**src/gld_pkg.sv**
```systemverilog
// ----------------------------------------------------------------------------
// gld_pkg: shared definitions for the grid local peak detector
// Defaults for the size parameters, the configuration register indexes,
// output field widths and the control flags that travel with each word.
// ----------------------------------------------------------------------------
package gld_pkg;

    // Default sizes of the top level.
    localparam int DEF_MAX_COLS    = 128;
    localparam int DEF_MAX_ROWS    = 128;
    localparam int DEF_SAMPLE_BITS = 16;

    // Size register value after reset (further limited by the maximums).
    localparam int SIZE_RESET = 128;

    // Configuration port.
    localparam int CFG_IDX_BITS  = 2;
    localparam int CFG_DATA_BITS = 8;
    localparam logic [CFG_IDX_BITS-1:0] CFG_COLS = 2'd0;
    localparam logic [CFG_IDX_BITS-1:0] CFG_ROWS = 2'd1;

    // Result field widths.
    localparam int ROW_IDX_BITS = 7;
    localparam int COL_IDX_BITS = 7;
    localparam int TOTAL_BITS   = 15;
    localparam logic [TOTAL_BITS-1:0] TOTAL_MAX = 15'h7fff;

    // Flags that follow a word down the pipeline.
    typedef struct packed {
        logic emit;       // a verdict is due for this word
        logic top_edge;   // decided cell lies in grid row 0
        logic left_edge;  // decided cell lies in grid column 0
        logic real_row;   // word belongs to a grid row, not the padding row
        logic real_col;   // word belongs to a grid column, not the padding column
        logic last;       // verdict for the final cell of the frame
    } t_ctl;

    // A size register value of 0 acts as 1, a value above the maximum as the maximum.
    function automatic int unsigned clamp_size(logic [CFG_DATA_BITS-1:0] v,
                                               int unsigned maxv);
        int unsigned res;
        if (v == '0) begin
            res = 1;
        end else if (32'(v) > maxv) begin
            res = maxv;
        end else begin
            res = 32'(v);
        end
        return res;
    endfunction

endpackage

```
**src/gld_ram.sv**
```systemverilog
// ----------------------------------------------------------------------------
// gld_ram: generic single-clock RAM
// One write port and one read port with a registered read; the read data
// holds while no read is requested.
// ----------------------------------------------------------------------------
module gld_ram #(
    parameter int WIDTH = 16,
    parameter int DEPTH = 128
) (
    input  logic                     i_clk,
    input  logic                     i_we,
    input  logic [$clog2(DEPTH)-1:0] i_waddr,
    input  logic [WIDTH-1:0]         i_wdata,
    input  logic                     i_re,
    input  logic [$clog2(DEPTH)-1:0] i_raddr,
    output logic [WIDTH-1:0]         o_rdata
);

    logic [WIDTH-1:0] r_mem [DEPTH];
    logic [WIDTH-1:0] r_rdata;

    // Write port.
    always_ff @(posedge i_clk) begin
        if (i_we) begin
            r_mem[i_waddr] <= i_wdata;
        end
    end

    // Registered read port.
    always_ff @(posedge i_clk) begin
        if (i_re) begin
            r_rdata <= r_mem[i_raddr];
        end
    end

    assign o_rdata = r_rdata;

endmodule

```
**src/gld_window.sv**
```systemverilog
// ----------------------------------------------------------------------------
// gld_window: 3x3 window and neighbor compare
// Shifts one column of three samples into the window per word and decides
// whether the center cell is strictly above all of its in-grid neighbors.
// ----------------------------------------------------------------------------
module gld_window #(
    parameter int SAMPLE_BITS = 16,
    parameter int ROW_BITS    = 8,
    parameter int COL_BITS    = 8
) (
    input  logic                          i_clk,
    input  logic                          i_rst_n,
    input  logic                          i_adv,
    input  logic                          i_valid,
    input  gld_pkg::t_ctl                 i_ctl,
    input  logic [ROW_BITS-1:0]           i_row,
    input  logic [COL_BITS-1:0]           i_col,
    input  logic signed [SAMPLE_BITS-1:0] i_top,
    input  logic signed [SAMPLE_BITS-1:0] i_mid,
    input  logic signed [SAMPLE_BITS-1:0] i_bot,
    output logic                          o_valid,
    output gld_pkg::t_ctl                 o_ctl,
    output logic [ROW_BITS-1:0]           o_row,
    output logic [COL_BITS-1:0]           o_col,
    output logic                          o_peak
);

    import gld_pkg::*;

    // Window rows: 0 older line, 1 newer line, 2 incoming; column 2 is newest.
    logic signed [SAMPLE_BITS-1:0] r_win [3][3];
    logic                          r_valid;
    t_ctl                          r_ctl;
    logic [ROW_BITS-1:0]           r_row;
    logic [COL_BITS-1:0]           r_col;
    logic                          peak;

    // Pipeline valid bit.
    always_ff @(posedge i_clk) begin
        if (!i_rst_n) begin
            r_valid <= 1'b0;
        end else if (i_adv) begin
            r_valid <= i_valid;
        end
    end

    // Window shift and the word's position data.
    always_ff @(posedge i_clk) begin
        if (i_adv) begin
            r_ctl <= i_ctl;
            r_row <= i_row;
            r_col <= i_col;
            if (i_valid) begin
                for (int k = 0; k < 3; k++) begin
                    r_win[k][0] <= r_win[k][1];
                    r_win[k][1] <= r_win[k][2];
                end
                r_win[0][2] <= i_top;
                r_win[1][2] <= i_mid;
                r_win[2][2] <= i_bot;
            end
        end
    end

    // Eight compares against the center; neighbors outside the grid are masked.
    always_comb begin
        logic ok;
        peak = 1'b1;
        for (int dr = 0; dr < 3; dr++) begin
            for (int dc = 0; dc < 3; dc++) begin
                ok = !(dr == 1 && dc == 1);
                if (dr == 0 && r_ctl.top_edge) ok = 1'b0;
                if (dr == 2 && !r_ctl.real_row) ok = 1'b0;
                if (dc == 0 && r_ctl.left_edge) ok = 1'b0;
                if (dc == 2 && !r_ctl.real_col) ok = 1'b0;
                if (ok && (r_win[dr][dc] >= r_win[1][1])) begin
                    peak = 1'b0;
                end
            end
        end
    end

    assign o_valid = r_valid;
    assign o_ctl   = r_ctl;
    assign o_row   = r_row;
    assign o_col   = r_col;
    assign o_peak  = peak;

endmodule

```
**src/grid_local_peak_detect_core.sv**
```systemverilog
// ----------------------------------------------------------------------------
// grid_local_peak_detect_core: 3x3 strict local maximum over a streamed grid
// Elevation words arrive in raster order with one padding word after each
// row and one padding row after the last row. Two line-store RAMs hold the
// two rows above; each verdict carries the cell position, a running peak
// count and a last-cell mark.
//
//   channel   direction  handshake                     payload
//   elev      in         i_elev_valid / o_elev_stall   i_elevation
//   result    out        o_res_valid / i_res_stall     o_peak_flag, o_cell_row,
//                                                      o_cell_col, o_peaks_so_far,
//                                                      o_last_cell
//   cfg       in         i_cfg_we                      i_cfg_idx, i_cfg_data
//
// One word is taken per cycle while the pipeline is not halted; a verdict
// passes the RAM read stage and then the window stage before it is loaded
// into the output register. Reset clears control state only; the line
// stores start unknown, need no clearing pass, and are only read for masked
// neighbors until written. A held result with i_res_stall high halts the
// whole pipeline and raises o_elev_stall in the same cycle.
// ----------------------------------------------------------------------------
module grid_local_peak_detect_core #(
    parameter int MAX_COLS    = gld_pkg::DEF_MAX_COLS,
    parameter int MAX_ROWS    = gld_pkg::DEF_MAX_ROWS,
    parameter int SAMPLE_BITS = gld_pkg::DEF_SAMPLE_BITS
) (
    input  logic                                i_clk,
    input  logic                                i_rst_n,
    // Configuration port.
    input  logic                                i_cfg_we,
    input  logic [gld_pkg::CFG_IDX_BITS-1:0]    i_cfg_idx,
    input  logic [gld_pkg::CFG_DATA_BITS-1:0]   i_cfg_data,
    // Elevation words.
    input  logic                                i_elev_valid,
    output logic                                o_elev_stall,
    input  logic signed [SAMPLE_BITS-1:0]       i_elevation,
    // Verdict words.
    output logic                                o_res_valid,
    input  logic                                i_res_stall,
    output logic                                o_peak_flag,
    output logic [gld_pkg::ROW_IDX_BITS-1:0]    o_cell_row,
    output logic [gld_pkg::COL_IDX_BITS-1:0]    o_cell_col,
    output logic [gld_pkg::TOTAL_BITS-1:0]      o_peaks_so_far,
    output logic                                o_last_cell
);

    import gld_pkg::*;

    localparam int CW = $clog2(MAX_COLS + 1);
    localparam int RW = $clog2(MAX_ROWS + 1);
    localparam int AW = $clog2(MAX_COLS);
    localparam int COLS_RESET = (MAX_COLS < SIZE_RESET) ? MAX_COLS : SIZE_RESET;
    localparam int ROWS_RESET = (MAX_ROWS < SIZE_RESET) ? MAX_ROWS : SIZE_RESET;

    // Size registers and raster position.
    logic [CW-1:0] r_cols;
    logic [RW-1:0] r_rows;
    logic [CW-1:0] r_col_pos;
    logic [RW-1:0] r_row_pos;
    logic [CW-1:0] n_col_pos;
    logic [RW-1:0] n_row_pos;
    logic          cfg_hit;

    // Pipeline control.
    logic adv;
    logic accept;
    t_ctl cur_ctl;

    // RAM read stage.
    logic                          r_s1_valid;
    t_ctl                          r_s1_ctl;
    logic [RW-1:0]                 r_s1_row;
    logic [CW-1:0]                 r_s1_col;
    logic [AW-1:0]                 r_s1_addr;
    logic signed [SAMPLE_BITS-1:0] r_s1_sample;
    logic [SAMPLE_BITS-1:0]        older_rdata;
    logic [SAMPLE_BITS-1:0]        newer_rdata;
    logic signed [SAMPLE_BITS-1:0] top;
    logic signed [SAMPLE_BITS-1:0] mid;
    logic signed [SAMPLE_BITS-1:0] bot;
    logic                          store_we;

    // Window stage outputs.
    logic          s2_valid;
    t_ctl          s2_ctl;
    logic [RW-1:0] s2_row;
    logic [CW-1:0] s2_col;
    logic          s2_peak;

    // Output stage.
    logic                    r_o_valid;
    logic                    r_o_peak;
    logic [ROW_IDX_BITS-1:0] r_o_row;
    logic [COL_IDX_BITS-1:0] r_o_col;
    logic [TOTAL_BITS-1:0]   r_o_total;
    logic                    r_o_last;
    logic [TOTAL_BITS-1:0]   r_total;
    logic [TOTAL_BITS-1:0]   n_total;

    // The pipeline moves when the output register is empty or being taken.
    assign adv          = !r_o_valid || !i_res_stall;
    assign accept       = i_elev_valid && adv;
    assign o_elev_stall = !adv;

    // A write to a listed register restarts the frame.
    assign cfg_hit = i_cfg_we && ((i_cfg_idx == CFG_COLS) || (i_cfg_idx == CFG_ROWS));

    // Size registers.
    always_ff @(posedge i_clk) begin
        if (!i_rst_n) begin
            r_cols <= CW'(COLS_RESET);
            r_rows <= RW'(ROWS_RESET);
        end else if (i_cfg_we) begin
            unique case (i_cfg_idx)
                CFG_COLS: r_cols <= CW'(clamp_size(i_cfg_data, MAX_COLS));
                CFG_ROWS: r_rows <= RW'(clamp_size(i_cfg_data, MAX_ROWS));
                default:  ;
            endcase
        end
    end

    // Next raster position, wrapping after the padding column and padding row.
    always_comb begin
        n_col_pos = CW'(r_col_pos + 1'b1);
        n_row_pos = r_row_pos;
        if (r_col_pos == r_cols) begin
            n_col_pos = '0;
            n_row_pos = (r_row_pos == r_rows) ? '0 : RW'(r_row_pos + 1'b1);
        end
    end

    always_ff @(posedge i_clk) begin
        if (!i_rst_n) begin
            r_col_pos <= '0;
            r_row_pos <= '0;
        end else if (cfg_hit) begin
            r_col_pos <= '0;
            r_row_pos <= '0;
        end else if (accept) begin
            r_col_pos <= n_col_pos;
            r_row_pos <= n_row_pos;
        end
    end

    // Flags for the incoming word.
    always_comb begin
        cur_ctl.emit      = (r_row_pos != '0) && (r_col_pos != '0);
        cur_ctl.top_edge  = (r_row_pos == RW'(1));
        cur_ctl.left_edge = (r_col_pos == CW'(1));
        cur_ctl.real_row  = (r_row_pos < r_rows);
        cur_ctl.real_col  = (r_col_pos < r_cols);
        cur_ctl.last      = (r_row_pos == r_rows) && (r_col_pos == r_cols);
    end

    // Line stores: read at acceptance, written back one stage later.
    gld_ram #(
        .WIDTH (SAMPLE_BITS),
        .DEPTH (MAX_COLS)
    ) u_older_ram (
        .i_clk   (i_clk),
        .i_we    (store_we),
        .i_waddr (r_s1_addr),
        .i_wdata (newer_rdata),
        .i_re    (accept && cur_ctl.real_col),
        .i_raddr (r_col_pos[AW-1:0]),
        .o_rdata (older_rdata)
    );

    gld_ram #(
        .WIDTH (SAMPLE_BITS),
        .DEPTH (MAX_COLS)
    ) u_newer_ram (
        .i_clk   (i_clk),
        .i_we    (store_we),
        .i_waddr (r_s1_addr),
        .i_wdata (r_s1_sample),
        .i_re    (accept && cur_ctl.real_col),
        .i_raddr (r_col_pos[AW-1:0]),
        .o_rdata (newer_rdata)
    );

    // RAM read stage registers.
    always_ff @(posedge i_clk) begin
        if (!i_rst_n) begin
            r_s1_valid <= 1'b0;
        end else if (adv) begin
            r_s1_valid <= accept;
        end
    end

    always_ff @(posedge i_clk) begin
        if (accept) begin
            r_s1_ctl    <= cur_ctl;
            r_s1_row    <= RW'(r_row_pos - 1'b1);
            r_s1_col    <= CW'(r_col_pos - 1'b1);
            r_s1_addr   <= r_col_pos[AW-1:0];
            r_s1_sample <= i_elevation;
        end
    end

    // New window column; padding positions enter as zero.
    assign top      = r_s1_ctl.real_col ? $signed(older_rdata) : '0;
    assign mid      = r_s1_ctl.real_col ? $signed(newer_rdata) : '0;
    assign bot      = (r_s1_ctl.real_col && r_s1_ctl.real_row) ? r_s1_sample : '0;
    assign store_we = adv && r_s1_valid && r_s1_ctl.real_col && r_s1_ctl.real_row;

    gld_window #(
        .SAMPLE_BITS (SAMPLE_BITS),
        .ROW_BITS    (RW),
        .COL_BITS    (CW)
    ) u_window (
        .i_clk   (i_clk),
        .i_rst_n (i_rst_n),
        .i_adv   (adv),
        .i_valid (r_s1_valid),
        .i_ctl   (r_s1_ctl),
        .i_row   (r_s1_row),
        .i_col   (r_s1_col),
        .i_top   (top),
        .i_mid   (mid),
        .i_bot   (bot),
        .o_valid (s2_valid),
        .o_ctl   (s2_ctl),
        .o_row   (s2_row),
        .o_col   (s2_col),
        .o_peak  (s2_peak)
    );

    // Saturating peak count including the current cell.
    assign n_total = (s2_peak && (r_total != TOTAL_MAX)) ? TOTAL_BITS'(r_total + 1'b1)
                                                        : r_total;

    // Output register and running total; the total clears after the last cell and on a frame restart.
    always_ff @(posedge i_clk) begin
        if (!i_rst_n) begin
            r_o_valid <= 1'b0;
            r_total   <= '0;
        end else if (cfg_hit) begin
            r_total <= '0;
        end else if (adv) begin
            r_o_valid <= s2_valid && s2_ctl.emit;
            if (s2_valid && s2_ctl.emit) begin
                r_total <= s2_ctl.last ? '0 : n_total;
            end
        end
    end

    always_ff @(posedge i_clk) begin
        if (adv && s2_valid && s2_ctl.emit) begin
            r_o_peak  <= s2_peak;
            r_o_row   <= ROW_IDX_BITS'(s2_row);
            r_o_col   <= COL_IDX_BITS'(s2_col);
            r_o_total <= n_total;
            r_o_last  <= s2_ctl.last;
        end
    end

    assign o_res_valid    = r_o_valid;
    assign o_peak_flag    = r_o_peak;
    assign o_cell_row     = r_o_row;
    assign o_cell_col     = r_o_col;
    assign o_peaks_so_far = r_o_total;
    assign o_last_cell    = r_o_last;

endmodule
```
**config.mk**
```make
export PLATFORM = sky130hd
export DESIGN_NAME = grid_local_peak_detect_core
export DESIGN_NICKNAME = d
export VERILOG_FILES = /design/src/gld_pkg.sv /design/src/gld_ram.sv /design/src/gld_window.sv /design/src/grid_local_peak_detect_core.sv
export SDC_FILE = /design/constraint.sdc
export NUM_CORES = 2
export LEC_CHECK = 0
export BUFFER_PORTS_ARGS = -buffer_cell sky130_fd_sc_hd__buf_2
export CAP_MARGIN = 10
export CORE_MARGIN = 5
export CORE_UTILIZATION = 45
export CTS_BUF_LIST = sky130_fd_sc_hd__clkbuf_2 sky130_fd_sc_hd__clkbuf_4 sky130_fd_sc_hd__clkbuf_8
export CTS_CLUSTER_DIAMETER = 200
export CTS_CLUSTER_SIZE = 28
export DETAILED_ROUTE_END_ITERATION = 10
export HOLD_SLACK_MARGIN = 0.12
export MAX_ROUTING_LAYER = met4
export PLACE_DENSITY_LB_ADDON = 0.08
export SLEW_MARGIN = 20
export SYNTH_ARGS = -nofsm -noshare
export SYNTH_HDL_FRONTEND = slang
export SYNTH_MEMORY_MAX_BITS = 65536
export SYNTH_SLANG_ARGS = --single-unit
```
**constraint.sdc**
```tcl
create_clock -name i_clk -period 7.6 [get_ports i_clk]
set_input_delay 0.38 -clock i_clk [delete_from_list [all_inputs] [get_ports i_clk]]
set_output_delay 0.38 -clock i_clk [all_outputs]
set_load 0.05 [all_outputs]
```
==> flow_metrics.tcl <==
set metrics [dict create \
    drive_above_1_share_pct 28.5 \
    power_uw 38700 \
    nFillCells 30000 \
    synthTopCellsByArea "edfxtp_1, mux4_2, ha_1" \
    place_congestion 0.824 \
    area_growth_pct 7.58 \
    cts-root-buf "clkbuf_8" \
    fin_area_um2 183000 \
    worst_pin_slew_ns 1.20 \
    fmax_mhz 206 \
    power.density_nw_per_um2 212 \
    place_ws_ns 2.87 \
    path_cells "inv_1, ha_1, nand4_1, nor4_1, a21boi_0, a2111o_1, mux2i_1, a21oi_1, a2111oi_4, nand2_1, or3_1, xnor2_1" \
    synth_flop_cell "edfxtp_1" \
    leakage_uw 0.0533 \
    post-route-min-period_ns 4.85 \
    path_clk_slew_ns 0.17 \
    critPathMaxFanout 13 \
    ys_async_sr_fraction_pct 0 \
    yosys_register_bits 4416 \
    fin_ws_ns 2.75 \
    netlist_area_um2 170000 \
    via_per_inst 6.25 \
    r2r_cells 12 \
    syn_avg_cell_area_um2 24.1 \
    timing.critical_path.buf_inv 1 \
    ant_nets 0 \
    fin_worst_skew_ns 0.0869 \
    finalHoldViolCount 0 \
    relSlewSlack_pct 19.9 \
    yosysTopAreaCell "edfxtp_1" \
    wire_per_inst_um 37.5 \
    cts_buffer_depth 4 \
    critPathKind "reg2reg" \
    initial_core_util_pct 45.2 \
    rr_startpoint "u_window.r_win[0][77]$_DFFE_PP_" \
    grt_antenna_before_repair 51 \
    grt-ovfl-total 0 \
    cp.required_ns 8.51 \
    grt_max_degree 135 \
    clock-sinks 4416 \
    core_um2 376000 \
    holdPathEnd "r_s1_valid$_SDFFE_PN0N_" \
    grt_use_total_pct 24.3 \
    hold_path_class "in2reg" \
    status "completed" \
    dp_hpwl_um 264000 \
    reg2reg_to "o_peaks_so_far[7]$_DFFE_PP_" \
    synth_cells 7049 \
    dpl_cell_area_um2 180000 \
    grt_pass1_wl_um 643000 \
    dp_cells 12100 \
    io_buffers 63 \
    die_w_um 625 \
    maxCapViolCount 0 \
    worstHoldPathCells 4 \
    std_cell_rows 225 \
    cp_slowest_stage_delay_ns 0.72 \
    startpoint_type "flip-flop" \
    synth_seq_area_share_pct 77.6 \
    synth_top_cell_area_share_pct 77.1 \
    drtIter0Drc 10300 \
    synth_nets 7233 \
    io_pins 64 \
    yosysWarnings 0 \
    drt-total-wl_um 465000 \
    ctsHtreeMaxLevel 4 \
    vdd_ir_drop_max_mv 0.138 \
    cts_tree "built" \
    chipHeight_um 625 \
    setup_viol 0 \
    drc 0 \
    dieArea_um2 390000 \
    fin_cells 12400 \
    ff2ff_setup_slack_ns 2.75 \
    cp_top_family "simple AND/OR/NAND/NOR gates" \
    clkLatencyLatePin_ns 1.15 \
    synth_edf_count 4366 \
    drv_slew 0 \
    hold_start "i_elev_valid" \
    slowest_stage "a2111oi_4" \
    grt_pass1_vias 77700 \
    final_common_cell "edfxtp_1" \
    firstDrtPassIters 5 \
    cts-resized-gates 0 \
    crit_arrival_ns 5.76 \
    post-route-period-util_pct 63.8 \
    rsz0062_at_grt "no" \
    cts_buffers 179 \
    ys_types 66 \
    vias 77400 \
    finish.net_count 7509 \
    cp-end-kind "flip-flop" \
    final_cell_mix "edfxtp_1, mux4_2, buf_4, clkbuf_8, ha_1" \
    setup_tns_ns 0 \
]
how the worst max path moves through the flow:
stage	depth (start not counted)	to	slack, ns	startpoint
3_5_place_dp	6	u_newer_ram.o_rdata[7]$_DFFE_PP_	2.87	r_col_pos[0]$_SDFFE_PP0P_
4_1_cts	6	u_newer_ram.o_rdata[7]$_DFFE_PP_	2.80	r_col_pos[0]$_SDFFE_PP0P_
3_3_place_gp	6	u_newer_ram.o_rdata[7]$_DFFE_PP_	2.84	r_col_pos[0]$_SDFFE_PP0P_
5_1_grt	12	o_peaks_so_far[7]$_DFFE_PP_	2.45	u_window.r_win[0][77]$_DFFE_PP_
2_1_floorplan	3	u_window.r_win[0][0]$_SDFFCE_PN0P_	3.01	o_res_valid$_SDFFE_PN0P_
6_report	12	o_peaks_so_far[7]$_DFFE_PP_	2.75	u_window.r_win[0][77]$_DFFE_PP_
Yosys cell counts, types with 2 or more instances:
cell type and instances:
nand2_1 112, nor3_1 20, clkbuf_1 229, nand4_1 33, buf_2 83, a221o_1 3
nor2_1 173, or4_1 7, mux2_2 35, mux2i_1 4, a41oi_1 2, a211oi_1 5
or3b_2 2, or3_1 8, dfxtp_1 50, a31oi_1 5, a32oi_1 2, a21o_1 17
o21a_1 2, a2111oi_0 2, nand3_1 30, and4_1 2, xor2_1 21, nand2b_1 12
a21oi_1 55, nor3b_1 3, xnor2_1 16, mux4_2 1344, nor4_1 8, o211ai_1 10
and3_1 26, o21ai_0 24, o31ai_1 2, buf_1 20, and2_1 40, edfxtp_1 4366
a21boi_0 18, nor2b_1 22, inv_1 55, o311ai_0 2, ha_1 153, a221oi_1 2
per-stage QoR:
stage,hold WS (ns),utilization (%)
after floorplan,0.400,-
after global placement,0.412,47.5
after detailed placement,0.405,47.7
after CTS,0.131,48.6
after global routing,0.200,48.7
final,0.285,48.7
final cells by class:
cell class,instances,area (um2),area share (%)
sequential,4416,132000,72.2
multi-input combinational,2244,37500,20.5
tap,4994,6250,3.41
timing repair buffer,428,4210,2.30
clock buffer,193,2600,1.42
inverter,56,215,0.118
antenna,38,95.1,0.0519
clock inverter,7,55.1,0.0301
sequential cells by signal (all words and copies together) (netlist names), 6 cells and up:
register and count:
r_cols 8, u_newer_ram.r_mem 2048, u_window.o_col 7, u_older_ram.o_rdata 16
r_s1_addr 7, o_cell_row 7, u_window.o_row 7, u_older_ram.r_mem 2048
r_s1_ctl 6, o_peaks_so_far 15, u_window.r_win 144, r_col_pos 8
u_window.o_ctl 6, r_s1_sample 16, r_rows 8, u_newer_ram.o_rdata 16
r_s1_col 7, o_cell_col 7, r_row_pos 8, r_s1_row 7
r_total 15
per-layer routing:
metal | part of all wire (%) | global-route usage, %
met5 | 0 | -
met4 | 1.8 | 3.90
met3 | 7.1 | 3.10
met2 | 48 | 37.9
met1 | 43 | 35.6
repair_timing:
item	in CTS	in global routing
hold endpoints to repair	100	0
hold buffers	73	0
buffers inserted	0	0
power breakdown:
part | switching (uW) | internal [uW] | total, uW
logic | 1600 | 995 | 2590
registers | 79.6 | 26900 | 27000
clock network | 6900 | 2270 | 9170
total | 8580 | 30200 | 38700
worst register-to-register path, cell delays in order (launching register included):
cell	delay (ns)
edfxtp_1	0.42
inv_1	0.35
ha_1	0.22
nand4_1	0.34
nor4_1	0.49
a21boi_0	0.40
a2111o_1	0.18
mux2i_1	0.27
a21oi_1	0.15
a2111oi_4	0.72
nand2_1	0.46
or3_1	0.48
xnor2_1	0.14
kinds of logic (layout without fill, tap and decap cells):
| kind of cell | count (synthesis) | count (layout) | share of synthesized area (%) |
|---|---|---|---|
| flip-flops | 4416 | 4416 | 77.6 |
| multiplexers | 1383 | 1383 | 18.0 |
| AND/OR/NAND/NOR | 508 | 508 | 1.44 |
| buffers and inverters | 389 | 684 | 0.921 |
| AO/OA/AOI/OAI | 163 | 163 | 0.632 |
| adder cells (fa/ha/maj) | 153 | 153 | 1.13 |
| XOR/XNOR | 37 | 37 | 0.190 |
| other | 0 | 38 | 0 |
Note: power is estimated with default switching activity, not from simulation.
